`config.mk`:
```
export PLATFORM = sky130hd
export DESIGN_NAME = round_robin_task_scheduler_with_waits
export DESIGN_NICKNAME = d
export VERILOG_FILES = /design/src/rrts_pkg.sv /design/src/rrts_cell.sv /design/src/round_robin_task_scheduler_with_waits.sv
export VERILOG_INCLUDE_DIRS = /design/src /design/src/src
export SDC_FILE = /design/constraint.sdc
export NUM_CORES = 1
export LEC_CHECK = 0
export BUFFER_PORTS_ARGS = -buffer_cell sky130_fd_sc_hd__buf_2
export CORE_MARGIN = 3
export CORE_UTILIZATION = 58
export CTS_CLUSTER_DIAMETER = 40
export CTS_CLUSTER_SIZE = 16
export DETAILED_ROUTE_END_ITERATION = 8
export PLACE_DENSITY_LB_ADDON = 0.12
export RECOVER_POWER = 25
export SYNTH_ARGS = -nofsm -noshare
export SYNTH_HDL_FRONTEND = slang
export SYNTH_HIERARCHICAL = 1
export SYNTH_SLANG_ARGS = --single-unit
```
`constraint.sdc`:
```
create_clock -name clk -period 6.25 [get_ports clk]
set_input_delay 0.9375 -clock clk [delete_from_list [all_inputs] [get_ports clk]]
set_output_delay 0.9375 -clock clk [all_outputs]
set_load 0.03 [all_outputs]
```
`src/round_robin_task_scheduler_with_waits_defines.svh`:
```
// Assertion macros for the round robin task scheduler.
// No dependencies; included by the top level.
`ifndef ROUND_ROBIN_TASK_SCHEDULER_WITH_WAITS_DEFINES_SVH
`define ROUND_ROBIN_TASK_SCHEDULER_WITH_WAITS_DEFINES_SVH

// implication checked at every edge outside reset
`define RRTS_ASSERT_IMP(label, ante, cons) \
    label: assert property (@(posedge clk) disable iff (!rst_n) (ante) |-> (cons)) \
        else $error("rrts assertion failed");

// implication checked in the cycle after the antecedent
`define RRTS_ASSERT_NEXT(label, ante, cons) \
    label: assert property (@(posedge clk) disable iff (!rst_n) (ante) |=> (cons)) \
        else $error("rrts assertion failed");

`endif

```
`src/rrts_pkg.sv`:
```
// Shared types and codes for the round robin task scheduler.
// No dependencies.
package rrts_pkg;

    localparam int MAX_TASKS_DEF = 8;
    localparam int IDX_MAX_W = 5;
    localparam int CNT_MAX_W = 6;

    localparam logic [1:0] ST_READY   = 2'd0;
    localparam logic [1:0] ST_RUNNING = 2'd1;
    localparam logic [1:0] ST_BLOCKED = 2'd2;
    localparam logic [1:0] ST_RETIRED = 2'd3;

    localparam logic [2:0] MODE_SPAWN = 3'd0;
    localparam logic [2:0] MODE_START = 3'd1;
    localparam logic [2:0] MODE_TICK  = 3'd2;
    localparam logic [2:0] MODE_BLOCK = 3'd3;
    localparam logic [2:0] MODE_WAKE  = 3'd4;
    localparam logic [2:0] MODE_YIELD = 3'd5;
    localparam logic [2:0] MODE_EXIT  = 3'd6;

    typedef enum logic [2:0] {
        OP_NOP,
        OP_SPAWN,
        OP_SETST,
        OP_BLOCK,
        OP_EXPIRE,
        OP_DLK,
        OP_WAKE
    } cell_op_t;

    typedef struct packed {
        cell_op_t               op;
        logic [IDX_MAX_W-1:0]   idx;
        logic [1:0]             st;
        logic [31:0]            addr;
        logic [31:0]            dl;
        logic                   rty;
        logic [31:0]            now;
        logic [CNT_MAX_W-1:0]   count;
        logic [3:0]             lim;
    } cell_cmd_t;

    typedef struct packed {
        logic                   valid;
        logic [CNT_MAX_W-1:0]   cnt;
    } wake_tok_t;

endpackage

```
`src/rrts_cell.sv`:
```
// One task slot: status, wait address, deadline and retry flag.
// Uses rrts_pkg; passes the wake token to its neighbour.
module rrts_cell #(
    parameter int ME = 0
) (
    input  logic                  clk,
    input  logic                  rst_n,
    input  rrts_pkg::cell_cmd_t   cmd,
    input  rrts_pkg::wake_tok_t   tok_in,
    output rrts_pkg::wake_tok_t   tok_out,
    output logic [1:0]            status,
    output logic                  rel,
    output logic                  wr
);
    import rrts_pkg::*;

    logic [1:0]  status_reg, status_next;
    logic        retry_reg, retry_next;
    logic [31:0] addr_reg;
    logic [31:0] dl_reg;
    wake_tok_t   tok_reg;
    logic        mine, inr, blk;
    logic [31:0] diff;

    assign mine = cmd.idx == IDX_MAX_W'(ME);
    assign inr  = CNT_MAX_W'(ME) < cmd.count;
    assign blk  = status_reg == ST_BLOCKED;
    assign diff = cmd.now - dl_reg;

    always_comb
    begin
        case (cmd.op)
            OP_EXPIRE: rel = inr && blk && (dl_reg != 32'd0) && !diff[31];
            OP_DLK:    rel = inr && blk;
            OP_WAKE:   rel = tok_in.valid && inr && blk && (addr_reg == cmd.addr)
                             && (tok_in.cnt < {2'b00, cmd.lim});
            default:   rel = 1'b0;
        endcase
    end

    assign wr = rel && !retry_reg;

    always_comb
    begin
        status_next = status_reg;
        retry_next  = retry_reg;
        if (rel)
        begin
            status_next = ST_READY;
            retry_next  = 1'b0;
        end
        else if (mine)
        begin
            case (cmd.op)
                OP_SPAWN:
                begin
                    status_next = ST_READY;
                    retry_next  = 1'b0;
                end
                OP_SETST: status_next = cmd.st;
                OP_BLOCK:
                begin
                    status_next = ST_BLOCKED;
                    retry_next  = cmd.rty;
                end
                default: ;
            endcase
        end
    end

    always_ff @(posedge clk or negedge rst_n)
    begin
        if (!rst_n)
        begin
            status_reg    <= ST_READY;
            retry_reg     <= 1'b0;
            tok_reg.valid <= 1'b0;
            tok_reg.cnt   <= '0;
        end
        else
        begin
            status_reg    <= status_next;
            retry_reg     <= retry_next;
            tok_reg.valid <= tok_in.valid && (cmd.op == OP_WAKE);
            tok_reg.cnt   <= tok_in.cnt + CNT_MAX_W'(rel);
        end
    end

    always_ff @(posedge clk)
    begin
        if (mine && cmd.op == OP_BLOCK)
        begin
            addr_reg <= cmd.addr;
            dl_reg   <= cmd.dl;
        end
    end

    assign tok_out = tok_reg;
    assign status  = status_reg;

endmodule

```
`src/round_robin_task_scheduler_with_waits.sv`:
```
// Round robin task scheduler with address and timed waits: top level.
// Uses rrts_pkg, rrts_cell and the defines header.
//
// Input channel (in_valid/in_stall) takes one operation beat: mode plus its
// operands. Output channel (out_valid/out_stall) returns one result beat per
// operation. in_stall is high while an operation is in progress; a finished
// result sits in the output register, and a new operation may be taken
// while it waits to be collected.
// Spawn, ignored operations and wakes to address 0 go from the execute state
// straight to the done state; start passes through the run state and a
// non-preempting tick through the preempt check. Block, yield, exit and
// preempting ticks scan the slot row one slot a cycle.
// A wake walks a token along the row of cells.
// One operation at a time; the next is taken the cycle after a result loads.
// slice_reg is written over the APB port at address 0.
// Reset (rst_n low, asynchronous) empties the table, stops scheduling and
// drops any pending result. A stalled result holds until taken.
module round_robin_task_scheduler_with_waits #(
    parameter int MAX_TASKS = rrts_pkg::MAX_TASKS_DEF
) (
    input  logic               clk,
    input  logic               rst_n,
    input  logic               psel,
    input  logic               penable,
    input  logic               pwrite,
    input  logic [2:0]         paddr,
    input  logic [31:0]        pwdata,
    output logic [31:0]        prdata,
    output logic               pready,
    input  logic               in_valid,
    output logic               in_stall,
    input  logic [2:0]         mode,
    input  logic               user_mode,
    input  logic [31:0]        now,
    input  logic [31:0]        wait_address,
    input  logic [31:0]        deadline,
    input  logic               retry,
    input  logic [3:0]         wake_limit,
    input  logic signed [31:0] wake_value,
    output logic               out_valid,
    input  logic               out_stall,
    output logic               accepted,
    output logic [2:0]         new_slot,
    output logic [2:0]         running_slot,
    output logic               running_valid,
    output logic               switched,
    output logic               finished,
    output logic [7:0]         timeout_mask,
    output logic [7:0]         deadlock_mask,
    output logic [7:0]         signal_mask,
    output logic [7:0]         value_write_mask,
    output logic signed [31:0] signal_value,
    output logic [3:0]         woken_count
);
    import rrts_pkg::*;
    `include "round_robin_task_scheduler_with_waits_defines.svh"

    localparam int IW = (MAX_TASKS > 1) ? $clog2(MAX_TASKS) : 1;
    localparam int CW = $clog2(MAX_TASKS + 1);

    localparam logic [3:0] S_IDLE = 4'd0;
    localparam logic [3:0] S_EXEC = 4'd1;
    localparam logic [3:0] S_PRE  = 4'd2;
    localparam logic [3:0] S_FIND = 4'd3;
    localparam logic [3:0] S_DLK  = 4'd4;
    localparam logic [3:0] S_POST = 4'd5;
    localparam logic [3:0] S_RUN  = 4'd6;
    localparam logic [3:0] S_WAKE = 4'd7;
    localparam logic [3:0] S_DONE = 4'd8;

    logic [3:0]  state_reg, state_next;
    logic [7:0]  slice_reg;
    logic [7:0]  cd_reg, cd_next;
    logic [CW-1:0] count_reg, count_next;
    logic [IW-1:0] cur_reg, cur_next;
    logic        present_reg, present_next;
    logic        running_reg, running_next;

    logic [2:0]  mode_reg;
    logic        user_reg;
    logic [31:0] now_reg, addr_reg, dl_reg, wval_reg;
    logic        rty_reg;
    logic [3:0]  lim_reg;

    logic        acc_reg, acc_next, sw_reg, sw_next, fin_reg, fin_next;
    logic [IW-1:0] nslot_reg, nslot_next;
    logic [7:0]  tm_reg, tm_next, dm_reg, dm_next, sm_reg, sm_next, wm_reg, wm_next;
    logic [3:0]  woken_reg, woken_next;

    logic [IW-1:0] idx_reg, idx_next, base_next, fidx_reg, fidx_next, nidx;
    logic [CW-1:0] steps_reg, steps_next;
    logic        found_reg, found_next, second_reg, second_next;
    logic [CW-1:0] wstep_reg, wstep_next;

    logic        ov_reg;
    logic        o_acc_reg, o_rv_reg, o_sw_reg, o_fin_reg;
    logic [2:0]  o_ns_reg, o_rs_reg;
    logic [7:0]  o_tm_reg, o_dm_reg, o_sm_reg, o_wm_reg;
    logic [31:0] o_sv_reg;
    logic [3:0]  o_wc_reg;

    cell_cmd_t   cmd;
    wake_tok_t   tok [MAX_TASKS+1];
    logic [2*MAX_TASKS-1:0] st_flat;
    logic [MAX_TASKS-1:0]   rel_v, wr_v, run_v;
    logic [MAX_TASKS+7:0]   rel_pad, wr_pad;
    logic [7:0]  rel8, wr8;
    logic        live, take_in, take_out;
    logic [IW+2:0] ns_pad, rs_pad;

    genvar g;
    generate
        for (g = 0; g < MAX_TASKS; g++)
        begin : g_cell
            rrts_cell #(.ME(g)) u_cell (
                .clk     (clk),
                .rst_n   (rst_n),
                .cmd     (cmd),
                .tok_in  (tok[g]),
                .tok_out (tok[g+1]),
                .status  (st_flat[2*g+1:2*g]),
                .rel     (rel_v[g]),
                .wr      (wr_v[g])
            );
            assign run_v[g] = !st_flat[2*g+1];
        end
    endgenerate

    assign rel_pad = {8'd0, rel_v};
    assign wr_pad  = {8'd0, wr_v};
    assign rel8    = rel_pad[7:0];
    assign wr8     = wr_pad[7:0];

    assign tok[0].valid = (state_reg == S_EXEC) && (mode_reg == MODE_WAKE)
                          && (addr_reg != 32'd0);
    assign tok[0].cnt   = '0;

    // APB
    assign pready = 1'b1;
    assign prdata = paddr[2] ? 32'd0 : {24'd0, slice_reg};
    always_ff @(posedge clk or negedge rst_n)
    begin
        if (!rst_n)
            slice_reg <= 8'd2;
        else if (psel && penable && pwrite && !paddr[2])
            slice_reg <= pwdata[7:0];
    end

    assign live     = running_reg && present_reg;
    assign in_stall = state_reg != S_IDLE;
    assign take_in  = in_valid && !in_stall;
    assign take_out = !ov_reg || !out_stall;
    assign nidx     = (CW'(idx_reg) + CW'(1) == count_reg) ? '0 : IW'(idx_reg + IW'(1));
    assign base_next = (present_reg && CW'(cur_reg) < count_reg) ? cur_reg : '0;

    always_comb
    begin
        state_next   = state_reg;
        cd_next      = cd_reg;
        count_next   = count_reg;
        cur_next     = cur_reg;
        present_next = present_reg;
        running_next = running_reg;
        acc_next = acc_reg; sw_next = sw_reg; fin_next = fin_reg;
        nslot_next = nslot_reg;
        tm_next = tm_reg; dm_next = dm_reg; sm_next = sm_reg;
        wm_next = wm_reg | wr8;
        woken_next = woken_reg;
        idx_next = idx_reg; steps_next = steps_reg; fidx_next = fidx_reg;
        found_next = found_reg; second_next = second_reg;
        wstep_next = wstep_reg;

        cmd       = '0;
        cmd.op    = OP_NOP;
        cmd.idx   = IDX_MAX_W'(cur_reg);
        cmd.addr  = addr_reg;
        cmd.dl    = dl_reg;
        cmd.rty   = rty_reg;
        cmd.now   = now_reg;
        cmd.count = CNT_MAX_W'(count_reg);
        cmd.lim   = lim_reg;

        unique case (state_reg)
            S_IDLE:
            begin
                if (take_in)
                begin
                    state_next = S_EXEC;
                    acc_next = 1'b0; sw_next = 1'b0; fin_next = 1'b0;
                    nslot_next = '0; woken_next = 4'd0;
                    tm_next = '0; dm_next = '0; sm_next = '0; wm_next = '0;
                end
            end
            S_EXEC:
            begin
                state_next = S_DONE;
                case (mode_reg)
                    MODE_SPAWN:
                        if (count_reg < CW'(MAX_TASKS))
                        begin
                            cmd.op     = OP_SPAWN;
                            cmd.idx    = IDX_MAX_W'(count_reg);
                            count_next = count_reg + CW'(1);
                            acc_next   = 1'b1;
                            nslot_next = IW'(count_reg);
                        end
                    MODE_START:
                        if (!running_reg && count_reg != '0 && st_flat[1:0] == ST_READY)
                        begin
                            running_next = 1'b1;
                            cd_next      = slice_reg;
                            fidx_next    = '0;
                            state_next   = S_RUN;
                        end
                    MODE_TICK:
                        if (live)
                        begin
                            cmd.op     = OP_EXPIRE;
                            tm_next    = rel8;
                            state_next = S_PRE;
                        end
                    MODE_BLOCK, MODE_YIELD:
                        if (live)
                        begin
                            idx_next = base_next; steps_next = '0; second_next = 1'b0;
                            state_next = S_FIND;
                        end
                    MODE_WAKE:
                        if (addr_reg != 32'd0)
                        begin
                            cmd.op     = OP_WAKE;
                            sm_next    = rel8;
                            wstep_next = CW'(1);
                            state_next = S_WAKE;
                        end
                    MODE_EXIT:
                        if (present_reg)
                        begin
                            cmd.op = OP_SETST;
                            cmd.st = ST_RETIRED;
                            idx_next = base_next; steps_next = '0; second_next = 1'b0;
                            state_next = S_FIND;
                        end
                    default: ;
                endcase
            end
            S_PRE:
            begin
                state_next = S_DONE;
                if (user_reg)
                begin
                    if (cd_reg != 8'd0)
                        cd_next = cd_reg - 8'd1;
                    else
                    begin
                        cd_next = slice_reg;
                        cmd.op  = OP_SETST;
                        cmd.st  = ST_READY;
                        idx_next = base_next; steps_next = '0; second_next = 1'b0;
                        state_next = S_FIND;
                    end
                end
            end
            S_FIND:
            begin
                if (run_v[nidx])
                begin
                    found_next = 1'b1;
                    fidx_next  = nidx;
                    state_next = S_POST;
                end
                else
                begin
                    idx_next   = nidx;
                    steps_next = steps_reg + CW'(1);
                    if (steps_reg + CW'(1) >= count_reg)
                    begin
                        found_next = 1'b0;
                        state_next = second_reg ? S_POST : S_DLK;
                    end
                end
            end
            S_DLK:
            begin
                cmd.op  = OP_DLK;
                dm_next = dm_reg | rel8;
                if (|rel_v)
                begin
                    idx_next = base_next; steps_next = '0; second_next = 1'b1;
                    state_next = S_FIND;
                end
                else
                begin
                    found_next = 1'b0;
                    state_next = S_POST;
                end
            end
            S_POST:
            begin
                state_next = S_DONE;
                case (mode_reg)
                    MODE_TICK:
                        if (found_reg)
                            state_next = S_RUN;
                        else
                        begin
                            cmd.op = OP_SETST;
                            cmd.st = ST_RUNNING;
                        end
                    MODE_EXIT:
                        if (found_reg)
                            state_next = S_RUN;
                        else
                        begin
                            running_next = 1'b0;
                            present_next = 1'b0;
                            cur_next     = '0;
                            fin_next     = 1'b1;
                            sw_next      = 1'b1;
                        end
                    default:
                        if (found_reg && fidx_reg != cur_reg)
                        begin
                            if (mode_reg == MODE_BLOCK)
                                cmd.op = OP_BLOCK;
                            else
                            begin
                                cmd.op = OP_SETST;
                                cmd.st = ST_READY;
                            end
                            cd_next    = slice_reg;
                            acc_next   = 1'b1;
                            state_next = S_RUN;
                        end
                endcase
            end
            S_RUN:
            begin
                cmd.op       = OP_SETST;
                cmd.idx      = IDX_MAX_W'(fidx_reg);
                cmd.st       = ST_RUNNING;
                sw_next      = !present_reg || cur_reg != fidx_reg;
                cur_next     = fidx_reg;
                present_next = 1'b1;
                state_next   = S_DONE;
            end
            S_WAKE:
            begin
                cmd.op     = OP_WAKE;
                sm_next    = sm_reg | rel8;
                wstep_next = wstep_reg + CW'(1);
                if (wstep_reg == CW'(MAX_TASKS))
                begin
                    woken_next = tok[MAX_TASKS].cnt[3:0];
                    state_next = S_DONE;
                end
            end
            S_DONE:
                if (take_out)
                    state_next = S_IDLE;
            default:
                state_next = S_IDLE;
        endcase
    end

    always_ff @(posedge clk or negedge rst_n)
    begin
        if (!rst_n)
        begin
            state_reg   <= S_IDLE;
            cd_reg      <= 8'd2;
            count_reg   <= '0;
            cur_reg     <= '0;
            present_reg <= 1'b0;
            running_reg <= 1'b0;
            ov_reg      <= 1'b0;
        end
        else
        begin
            state_reg   <= state_next;
            cd_reg      <= cd_next;
            count_reg   <= count_next;
            cur_reg     <= cur_next;
            present_reg <= present_next;
            running_reg <= running_next;
            if (state_reg == S_DONE && take_out)
                ov_reg <= 1'b1;
            else if (!out_stall)
                ov_reg <= 1'b0;
        end
    end

    assign ns_pad = {3'd0, nslot_reg};
    assign rs_pad = {3'd0, cur_reg};

    always_ff @(posedge clk)
    begin
        if (take_in)
        begin
            mode_reg <= mode;
            user_reg <= user_mode;
            now_reg  <= now;
            addr_reg <= wait_address;
            dl_reg   <= deadline;
            rty_reg  <= retry;
            lim_reg  <= wake_limit;
            wval_reg <= wake_value;
        end
        acc_reg <= acc_next; sw_reg <= sw_next; fin_reg <= fin_next;
        nslot_reg <= nslot_next; woken_reg <= woken_next;
        tm_reg <= tm_next; dm_reg <= dm_next; sm_reg <= sm_next; wm_reg <= wm_next;
        idx_reg <= idx_next; steps_reg <= steps_next; fidx_reg <= fidx_next;
        found_reg <= found_next; second_reg <= second_next; wstep_reg <= wstep_next;
        if (state_reg == S_DONE && take_out)
        begin
            o_acc_reg <= acc_reg;
            o_ns_reg  <= ns_pad[2:0];
            o_rs_reg  <= present_reg ? rs_pad[2:0] : 3'd0;
            o_rv_reg  <= present_reg;
            o_sw_reg  <= sw_reg;
            o_fin_reg <= fin_reg;
            o_tm_reg  <= tm_reg;
            o_dm_reg  <= dm_reg;
            o_sm_reg  <= sm_reg;
            o_wm_reg  <= wm_reg;
            o_sv_reg  <= (mode_reg == MODE_WAKE) ? wval_reg : 32'd0;
            o_wc_reg  <= woken_reg;
        end
    end

    assign out_valid        = ov_reg;
    assign accepted         = o_acc_reg;
    assign new_slot         = o_ns_reg;
    assign running_slot     = o_rs_reg;
    assign running_valid    = o_rv_reg;
    assign switched         = o_sw_reg;
    assign finished         = o_fin_reg;
    assign timeout_mask     = o_tm_reg;
    assign deadlock_mask    = o_dm_reg;
    assign signal_mask      = o_sm_reg;
    assign value_write_mask = o_wm_reg;
    assign signal_value     = o_sv_reg;
    assign woken_count      = o_wc_reg;

    `RRTS_ASSERT_IMP(a_busy_stalls, state_reg != S_IDLE, in_stall)
    `RRTS_ASSERT_IMP(a_fin_stops, out_valid && finished, switched && !running_valid)
    `RRTS_ASSERT_NEXT(a_accept_exec, take_in, state_reg == S_EXEC)

endmodule
```
# Yosys cells after proc, flatten, opt, wreduce, memory -nomap -nowiden
# Cells that the tools add are included.
# totals
reg_bits,887
latchBits,0
n_memories,0
input_bits,179
rom_bits,0
wordCells,586
mem_bits_rw,0
# classes
add_sub_neg,21
n_div,0
n_bitwise,3
n_reduce_logical,215
mux,164
n_eq_ne,73
multipliers,0
shifts,0
order_cmp,20
# ops
operator,n
$reduce_bool 32->1,9
$eq 32x32->1,8
$sub 32x32->32,8
$mux 8,14
$mux 4,25
$logic_and 1x1->1,91
$mux 3,20
$pmux 8 s3,2
$mux 2,22
$reduce_bool 4->1,11
$mux 1,42
$reduce_bool 3->1,13
$lt 6x4->1,6
$pmux 4 s9,1
$reduce_and 2->1,17
$reduce_bool 2->1,17
$pmux 1 s3,11
$pmux 8 s2,2
$add 6x1->6,5
$logic_not 1->1,30
$pmux 3 s2,5
$reduce_and 4->1,7
$ne 2x2->1 const B,13
$or 8x8->8,3
other kinds (54),114

# Depth between registers and ports, before layout
# Gate-level depths: netlist (run 1).
# logic_depth
word_depth,12
mapped_depth,19
depth_no_buf,18

# By module
# Netlist (run 1), hierarchy kept.
# by_module_without_submodules
module,area_per_inst_um2,cells_per_inst,n_inst
round_robin_task_scheduler_with_waits,11637.4,759,1
rrts_cell at g_cell[5].u_cell,3867.5,305,1
rrts_cell at g_cell[3].u_cell,3801.1,305,1
rrts_cell at g_cell[6].u_cell,3762.4,294,1
rrts_cell at g_cell[0].u_cell,3734.8,290,1
rrts_cell at g_cell[4].u_cell,3718.6,291,1
rrts_cell at g_cell[1].u_cell,3698.5,279,1
rrts_cell at g_cell[2].u_cell,3696.0,287,1
rrts_cell at g_cell[7].u_cell,3687.3,282,1

# Worst setup path before layout (run 1)
# OpenSTA, ideal clock, no wires.
# synth_path
kind,register -> register
startpoint,register addr_reg[16] (netlist name)
endpoint,"register idx_reg[0], enable pin"
path_slack_ps,797
arrival_ps,5133
stages_incl_launch_ff,15
n_path_buf,0
required_ps,5930
path_cell_list,edfxtp_1 nor4_1 nand4_1 o21ai_1 a211o_1 o2111ai_1 a2111oi_1 o211ai_1 a2111o_1 nand3_1 or4_1 nor2_1 a221o_1 nor4b_1 o211a_1
# synth_lines
item,line,text
"end signal, assigned",round_robin_task_scheduler_with_waits.sv:412,idx_reg <= idx_next; steps_reg <= steps_next; fidx_reg <= fidx_next;
"end, declared",round_robin_task_scheduler_with_waits.sv:90,"logic [IW-1:0] idx_reg, idx_next, base_next, fidx_reg, fidx_next, nidx;"

==> results of run 1 <==
## layer usage
| metal | share of wire (%) | GRT usage (%) | vias up |
|---|---|---|---|
| li1 | - | - | 12416 |
| met1 | 42 | 43.2 | 13614 |
| met2 | 48 | 49.7 | 1093 |
| met3 | 7.6 | 5.15 | 186 |
| met4 | 2.7 | 8.65 | 0 |
| met5 | 0 | 0 | - |
## layout make-up
class | instances | area (µm²)
timing repair buffer | 319 | 1810
tap | 940 | 1180
multi-input combinational | 1922 | 14200
clock buffer | 131 | 3130
fill | 4942 | 21900
sequential | 892 | 26200
clock inverter | 100 | 992
inverter | 296 | 1120
## stage by stage
stage,setup slack (ns),cell area (µm²),total power [mW]
floorplan,0.797,41800,10.5
global route,0.0312,48600,19.5
global placement,0.467,44600,11.8
detailed placement,0.387,44600,12.0
CTS,0.338,48700,18.8
finish,0.283,48600,18.7
## worst register-to-register path: cells and delay by family (launching register included)
kind                   cells  cell delay (ns)
AO/OA/AOI/OAI              8             3.27
buffers and inverters      1             0.26
flip-flops                 1             0.40
AND/OR/NAND/NOR            6             1.67
## report_power, final
group | switching [mW] | total [mW] | internal (mW) | leakage [nW]
sequential | 0.693 | 8.14 | 7.44 | 8.50
combinational | 2.51 | 3.77 | 1.26 | 8.64
clock | 2.80 | 6.81 | 4.01 | 1.98
total | 6.01 | 18.7 | 12.7 | 19.1
## how the worst max path moves through the flow
stage / start / to / slack, ns / cells past startpoint
6_report: addr_reg[9] / steps_reg[2] / 0.28 / 15
5_1_grt: addr_reg[9] / steps_reg[2] / 0.03 / 15
4_1_cts: addr_reg[9] / steps_reg[1] / 0.34 / 15
3_5_place_dp: addr_reg[9] / steps_reg[1] / 0.39 / 15
3_3_place_gp: addr_reg[9] / steps_reg[1] / 0.47 / 15
2_1_floorplan: addr_reg[16] / idx_reg[0] / 0.80 / 14
==> run_summary.xml, run 1 <==
<?xml version="1.0" encoding="UTF-8"?>
<metrics>
  <group name="timing">
    <metric name="rsz0062_at_grt" unit="">no</metric>
    <metric name="slew-limit-headroom" unit="%">-15.6</metric>
    <metric name="tightestPinTransition" unit="ns">1.73</metric>
    <metric name="timing.setup.tns" unit="ns">0</metric>
    <metric name="pins_over_their_slew_limit" unit="">31</metric>
    <metric name="max_freq" unit="MHz">168</metric>
    <metric name="worst_clock_skew" unit="ns">0.0350</metric>
    <metric name="min_period_over_period" unit="%">95.5</metric>
    <metric name="finalCriticalPeriod" unit="ns">5.97</metric>
    <metric name="hold_ws" unit="ns">0.412</metric>
    <metric name="final_hold_viol_count" unit="">0</metric>
    <metric name="final_setup_violation_count" unit="">0</metric>
  </group>
  <group name="setup_path">
    <metric name="crit_type" unit="">reg2reg</metric>
    <metric name="r2r_start" unit="">addr_reg[9]</metric>
    <metric name="worst_path_largest_cell_delay" unit="ns">0.59</metric>
    <metric name="regToRegEndpoint" unit="">steps_reg[2]</metric>
    <metric name="arrival" unit="ns">6.30</metric>
    <metric name="critPathMaxFanout" unit="">32</metric>
    <metric name="cp_cell_sequence" unit="">nor4_1 -&gt; nand4_1 -&gt; o21ai_1 -&gt; buf_4 -&gt; a211o_1 -&gt; o2111ai_4 -&gt; a2111oi_1 -&gt; o211ai_1 -&gt; a2111o_1 -&gt; nand3_1 -&gt; or4_1 -&gt; nor2_1 -&gt; a221o_1 -&gt; nor4b_1 -&gt; o211a_1</metric>
    <metric name="worstPathBufferInverterCount" unit="">1</metric>
    <metric name="worst_setup_path_start_kind" unit="">flip-flop</metric>
    <metric name="crit_family" unit="">compound AO/OA/AOI/OAI gates</metric>
    <metric name="reg2regPathDepth" unit="">15</metric>
    <metric name="crit_required" unit="ns">6.58</metric>
    <metric name="r2r_slack" unit="ns">0.28</metric>
    <metric name="end_kind" unit="">flip-flop</metric>
    <metric name="cp_max_delay_cell" unit="">a2111oi_1</metric>
  </group>
  <group name="drt">
    <metric name="detailroute.via_count" unit="">27309</metric>
    <metric name="postRouteWirelength" unit="µm">115000</metric>
    <metric name="drt-vias-per-instance" unit="">5.94</metric>
    <metric name="wl_per_cell" unit="µm">24.9</metric>
    <metric name="initialDrtViolationCount" unit="">2515</metric>
    <metric name="postRouteAntennaNets" unit="">0</metric>
    <metric name="drtPass1Iterations" unit="">5</metric>
    <metric name="route.detailed.drc" unit="">0</metric>
  </group>
  <group name="floorplan">
    <metric name="design.core.area" unit="mm²">0.0705</metric>
    <metric name="rows" unit="">97</metric>
    <metric name="die_h" unit="µm">273</metric>
    <metric name="die-area" unit="mm²">0.0748</metric>
    <metric name="initial_utilization" unit="%">58.9</metric>
    <metric name="design.portCount" unit="">292</metric>
    <metric name="floorplan.die.width" unit="µm">273</metric>
  </group>
  <group name="clock_tree">
    <metric name="cts.repair_timing.setup_buffer_count" unit="">0</metric>
    <metric name="clk-insertion-delay-late" unit="ns">0.70</metric>
    <metric name="cts-hold-fix-buffers" unit="">0</metric>
    <metric name="cts.path.max_buffers" unit="">3</metric>
    <metric name="cts_buffers" unit="">121</metric>
    <metric name="worst_setup_hold_path_clk_slew" unit="ns">0.06</metric>
    <metric name="cts_resized" unit="">0</metric>
    <metric name="tritoncts" unit="">built</metric>
    <metric name="cts.sinks" unit="">892</metric>
    <metric name="cts_root_buf" unit="">clkbuf_16</metric>
    <metric name="cts_htree_levels" unit="">3</metric>
  </group>
  <group name="grt">
    <metric name="number_of_antenna_violations_at_the_first_check_in_global_routing" unit="">3</metric>
    <metric name="grt_pass1_vias" unit="">27114</metric>
    <metric name="grt_overflow_total" unit="">0</metric>
    <metric name="wire_length_of_the_first_global_routing_pass" unit="µm">169000</metric>
    <metric name="globalRouteTotalUtil" unit="%">30.7</metric>
    <metric name="pin_count_of_the_biggest_net_entering_global_routing" unit="">83</metric>
  </group>
  <group name="power">
    <metric name="power_density" unit="mW/mm²">385</metric>
    <metric name="leakage" unit="nW">19.1</metric>
    <metric name="irDropWorstVdd" unit="µV">319</metric>
  </group>
  <group name="worst_hold_path">
    <metric name="timing.hold.worst.class" unit="">in2reg</metric>
    <metric name="worstHoldStart" unit="">wait_address[15]</metric>
    <metric name="timing.hold.worst_endpoint" unit="">addr_reg[15]</metric>
    <metric name="hold_depth" unit="">1</metric>
  </group>
  <group name="flow_run">
    <metric name="max_capacitance_violation_total" unit="">1</metric>
  </group>
  <group name="place">
    <metric name="globalplace.congestion" unit="">0.939</metric>
    <metric name="buffer_ports.inserted" unit="">240</metric>
    <metric name="place.detailed.hpwl" unit="µm">82000</metric>
    <metric name="post-place-cells" unit="">4369</metric>
  </group>
  <group name="logic_synthesis">
    <metric name="yosys_warnings" unit="">6</metric>
    <metric name="syn-cell-area" unit="mm²">0.0415</metric>
    <metric name="synthCells" unit="">3085</metric>
    <metric name="synth_area_per_cell" unit="µm²">13.5</metric>
  </group>
  <group name="finish">
    <metric name="finalNonFillerCells" unit="">4600</metric>
    <metric name="layout-area-overhead-vs-synth" unit="%">17.2</metric>
    <metric name="layout.core_utilization" unit="%">69.0</metric>
    <metric name="antenna_cells_inserted" unit="">0</metric>
    <metric name="ratio_of_cells_with_drive_above_1_in_the_final_layout" unit="%">15.8</metric>
    <metric name="fin_nets" unit="">4024</metric>
    <metric name="most_frequent_cells_in_the_layout" unit="">edfxtp_1 (777), inv_1 (295), ha_1 (293)</metric>
    <metric name="final_common_cell" unit="">edfxtp_1</metric>
  </group>
  <group name="outcome">
    <metric name="status" unit="">finished with violations</metric>
    <metric name="violations" unit="">capacitance limit, slew limit</metric>
  </group>
</metrics>
Power figures use the tool's default switching activity.
==> inputs of run 2 (changes only) <==
CORE_UTILIZATION = 61   (was 58)
==> run_summary.xml, run 2 (synthesized netlist as in run 1, its figures left out) <==
<?xml version="1.0" encoding="UTF-8"?>
<metrics>
  <group name="outcome">
    <metric name="status" unit="">finished with violations</metric>
    <metric name="violations" unit="">capacitance limit, slew limit</metric>
  </group>
  <group name="timing">
    <metric name="final_setup_violation_count" unit="">0</metric>
    <metric name="min_period_over_period" unit="%">94.0</metric>
    <metric name="rsz0062_at_grt" unit="">no</metric>
    <metric name="pins_over_their_slew_limit" unit="">54</metric>
    <metric name="max_freq" unit="MHz">170</metric>
    <metric name="tightestPinTransition" unit="ns">3.22</metric>
    <metric name="finalCriticalPeriod" unit="ns">5.88</metric>
    <metric name="worst_clock_skew" unit="ns">0.0284</metric>
    <metric name="final_hold_viol_count" unit="">0</metric>
    <metric name="timing.setup.tns" unit="ns">0</metric>
    <metric name="slew-limit-headroom" unit="%">-115</metric>
  </group>
  <group name="setup_path">
    <metric name="worst_path_largest_cell_delay" unit="ns">0.65</metric>
    <metric name="crit_family" unit="">simple AND/OR/NAND/NOR gates</metric>
    <metric name="crit_required" unit="ns">6.61</metric>
    <metric name="arrival" unit="ns">6.24</metric>
    <metric name="end_kind" unit="">flip-flop</metric>
    <metric name="worstPathBufferInverterCount" unit="">2</metric>
    <metric name="worst_path_most_repeated_cell" unit="">o21ai_1</metric>
    <metric name="worst_setup_path_start_kind" unit="">flip-flop</metric>
    <metric name="cp_max_delay_cell" unit="">or3_1</metric>
    <metric name="critPathMaxFanout" unit="">18</metric>
    <metric name="crit_type" unit="">reg2reg</metric>
    <metric name="cp_cell_sequence" unit="">nor4_1 -&gt; nand4_1 -&gt; o21ai_1 -&gt; a21oi_1 -&gt; or3_1 -&gt; buf_4 -&gt; inv_1 -&gt; a2111oi_2 -&gt; o21ai_1 -&gt; nor2b_1 -&gt; a22oi_1 -&gt; and3_4 -&gt; nand2_1 -&gt; or4_1 -&gt; nor2_1 -&gt; a221o_1 -&gt; nor4b_1 -&gt; o211a_1</metric>
  </group>
  <group name="place">
    <metric name="buffer_ports.inserted" unit="">240</metric>
    <metric name="place.detailed.hpwl" unit="µm">79400</metric>
    <metric name="globalplace.congestion" unit="">0.924</metric>
  </group>
  <group name="finish">
    <metric name="final_common_cell" unit="">edfxtp_1</metric>
    <metric name="layout-area-overhead-vs-synth" unit="%">16.9</metric>
    <metric name="ff_latch_area" unit="mm²">0.0262</metric>
    <metric name="fillCellCount" unit="">4356</metric>
    <metric name="ratio_of_cells_with_drive_above_1_in_the_final_layout" unit="%">15.8</metric>
    <metric name="multi_input_area" unit="mm²">0.0142</metric>
    <metric name="most_frequent_cells_in_the_layout" unit="">edfxtp_1 (777), inv_1 (295), ha_1 (293)</metric>
    <metric name="fin_nets" unit="">4010</metric>
  </group>
  <group name="floorplan">
    <metric name="rows" unit="">94</metric>
    <metric name="floorplan.die.width" unit="µm">267</metric>
    <metric name="design.core.area" unit="mm²">0.0666</metric>
    <metric name="die-area" unit="mm²">0.0712</metric>
    <metric name="design.portCount" unit="">292</metric>
    <metric name="initial_utilization" unit="%">62.3</metric>
    <metric name="die_h" unit="µm">267</metric>
  </group>
  <group name="clock_tree">
    <metric name="cts.path.max_buffers" unit="">3</metric>
    <metric name="cts.sinks" unit="">892</metric>
    <metric name="cts_root_buf" unit="">clkbuf_16</metric>
    <metric name="cts_buffers" unit="">116</metric>
    <metric name="cts_resized" unit="">0</metric>
    <metric name="cts.repair_timing.setup_buffer_count" unit="">0</metric>
    <metric name="tritoncts" unit="">built</metric>
    <metric name="worst_setup_hold_path_clk_slew" unit="ns">0.06</metric>
    <metric name="cts_htree_levels" unit="">3</metric>
    <metric name="clk-insertion-delay-late" unit="ns">0.68</metric>
    <metric name="cts-hold-fix-buffers" unit="">0</metric>
  </group>
  <group name="grt">
    <metric name="globalRouteTotalUtil" unit="%">31.2</metric>
    <metric name="globalRouteMet3Util" unit="%">6.07</metric>
    <metric name="grt.met2_usage" unit="%">50.3</metric>
    <metric name="grt_overflow_total" unit="">0</metric>
    <metric name="busiest_layer" unit="">met2</metric>
    <metric name="wire_length_of_the_first_global_routing_pass" unit="µm">164000</metric>
    <metric name="pin_count_of_the_biggest_net_entering_global_routing" unit="">108</metric>
    <metric name="number_of_antenna_violations_at_the_first_check_in_global_routing" unit="">2</metric>
    <metric name="grt_pass1_vias" unit="">27315</metric>
    <metric name="globalRouteMet1Util" unit="%">43.2</metric>
  </group>
  <group name="power">
    <metric name="power_consumption" unit="mW">18.9</metric>
    <metric name="power_density" unit="mW/mm²">388</metric>
    <metric name="leakage" unit="nW">19.1</metric>
    <metric name="irDropWorstVdd" unit="µV">283</metric>
  </group>
  <group name="drt">
    <metric name="postRouteAntennaNets" unit="">0</metric>
    <metric name="postRouteWirelength" unit="µm">111000</metric>
    <metric name="detailroute.via_count" unit="">27432</metric>
    <metric name="wl_per_cell" unit="µm">24.7</metric>
    <metric name="drtPass1Iterations" unit="">6</metric>
    <metric name="initialDrtViolationCount" unit="">2668</metric>
    <metric name="drt-vias-per-instance" unit="">6.09</metric>
    <metric name="route.detailed.drc" unit="">0</metric>
  </group>
  <group name="flow_run">
    <metric name="max_capacitance_violation_total" unit="">1</metric>
  </group>
  <group name="worst_hold_path">
    <metric name="timing.hold.worst.class" unit="">reg2reg</metric>
  </group>
</metrics>
==> run 2: cell count changes in the layout (fill, tap and decap cells not counted), moves of 2 or more <==
cell / previous run / this run
clkbuf_16: 124 / 119
clkinv_1: 13 / 2
clkinv_4: 12 / 7
buf_12: 6 / 4
clkbuf_1: 44 / 38
buf_2: 210 / 215
clkinv_8: 10 / 6
bufinv_16: 7 / 16
inv_8: 10 / 13
inv_6: 17 / 22
diode_2: 0 / 2
clkinv_2: 16 / 11
buf_4: 66 / 58
==> run 2: routing by layer <==
| metal | up-vias | wire (µm) |
|---|---|---|
| met3 | 236 | 9810 |
| li1 | 12355 | - |
| met2 | 1213 | 52500 |
| met5 | - | 0 |
| met4 | 0 | 3660 |
| met1 | 13628 | 45300 |
==> run 2: through the flow <==
step | setup WS [ns] | util, % | instance area, µm² | cells | hold slack (ns)
floorplan | 0.797 | - | 41800 | 3158 | 0.400
global placement | 0.704 | 66.7 | 44400 | 4284 | 0.406
detailed placement | 0.541 | 66.7 | 44400 | 4284 | 0.405
CTS | 0.463 | 73.0 | 48600 | 4501 | 0.339
global route | 0.204 | 72.9 | 48500 | 4501 | 0.402
finish | 0.375 | 72.9 | 48500 | 4503 | 0.420
==> run 2: power breakdown <==
part | total, mW | internal (mW) | switching [mW] | leakage [nW]
Combinational | 3.73 | 1.24 | 2.49 | 8.60
Clock | 7.00 | 4.25 | 2.75 | 2.01
Sequential | 8.13 | 7.45 | 0.680 | 8.50
==> run 2: path summary, 6_finish.rpt <==
check	from	endpoint	slack, ns	depth (start not counted)
hold / removal	acc_reg	accepted	0.42	0
hold reg to reg	acc_reg	accepted	0.42	0
max in group asynchronous	rst_n	g_cell[0].u_cell/tok_out[5]	2.83	2
setup / recovery	addr_reg[9]	idx_reg[1]	0.37	18
setup reg to reg	addr_reg[9]	idx_reg[1]	0.37	18
min in group asynchronous	rst_n	cd_reg[2]	1.32	1
==> run 2: final cells by class <==
| cell class | count | area share, % |
|---|---|---|
| antenna | 2 | 0.0103 |
| clock buffer | 124 | 6.18 |
| clock inverter | 93 | 2.45 |
| inverter | 296 | 2.30 |
| multi-input combinational | 1922 | 29.4 |
| sequential | 892 | 53.9 |
| tap | 864 | 2.23 |
| timing repair buffer | 310 | 3.54 |
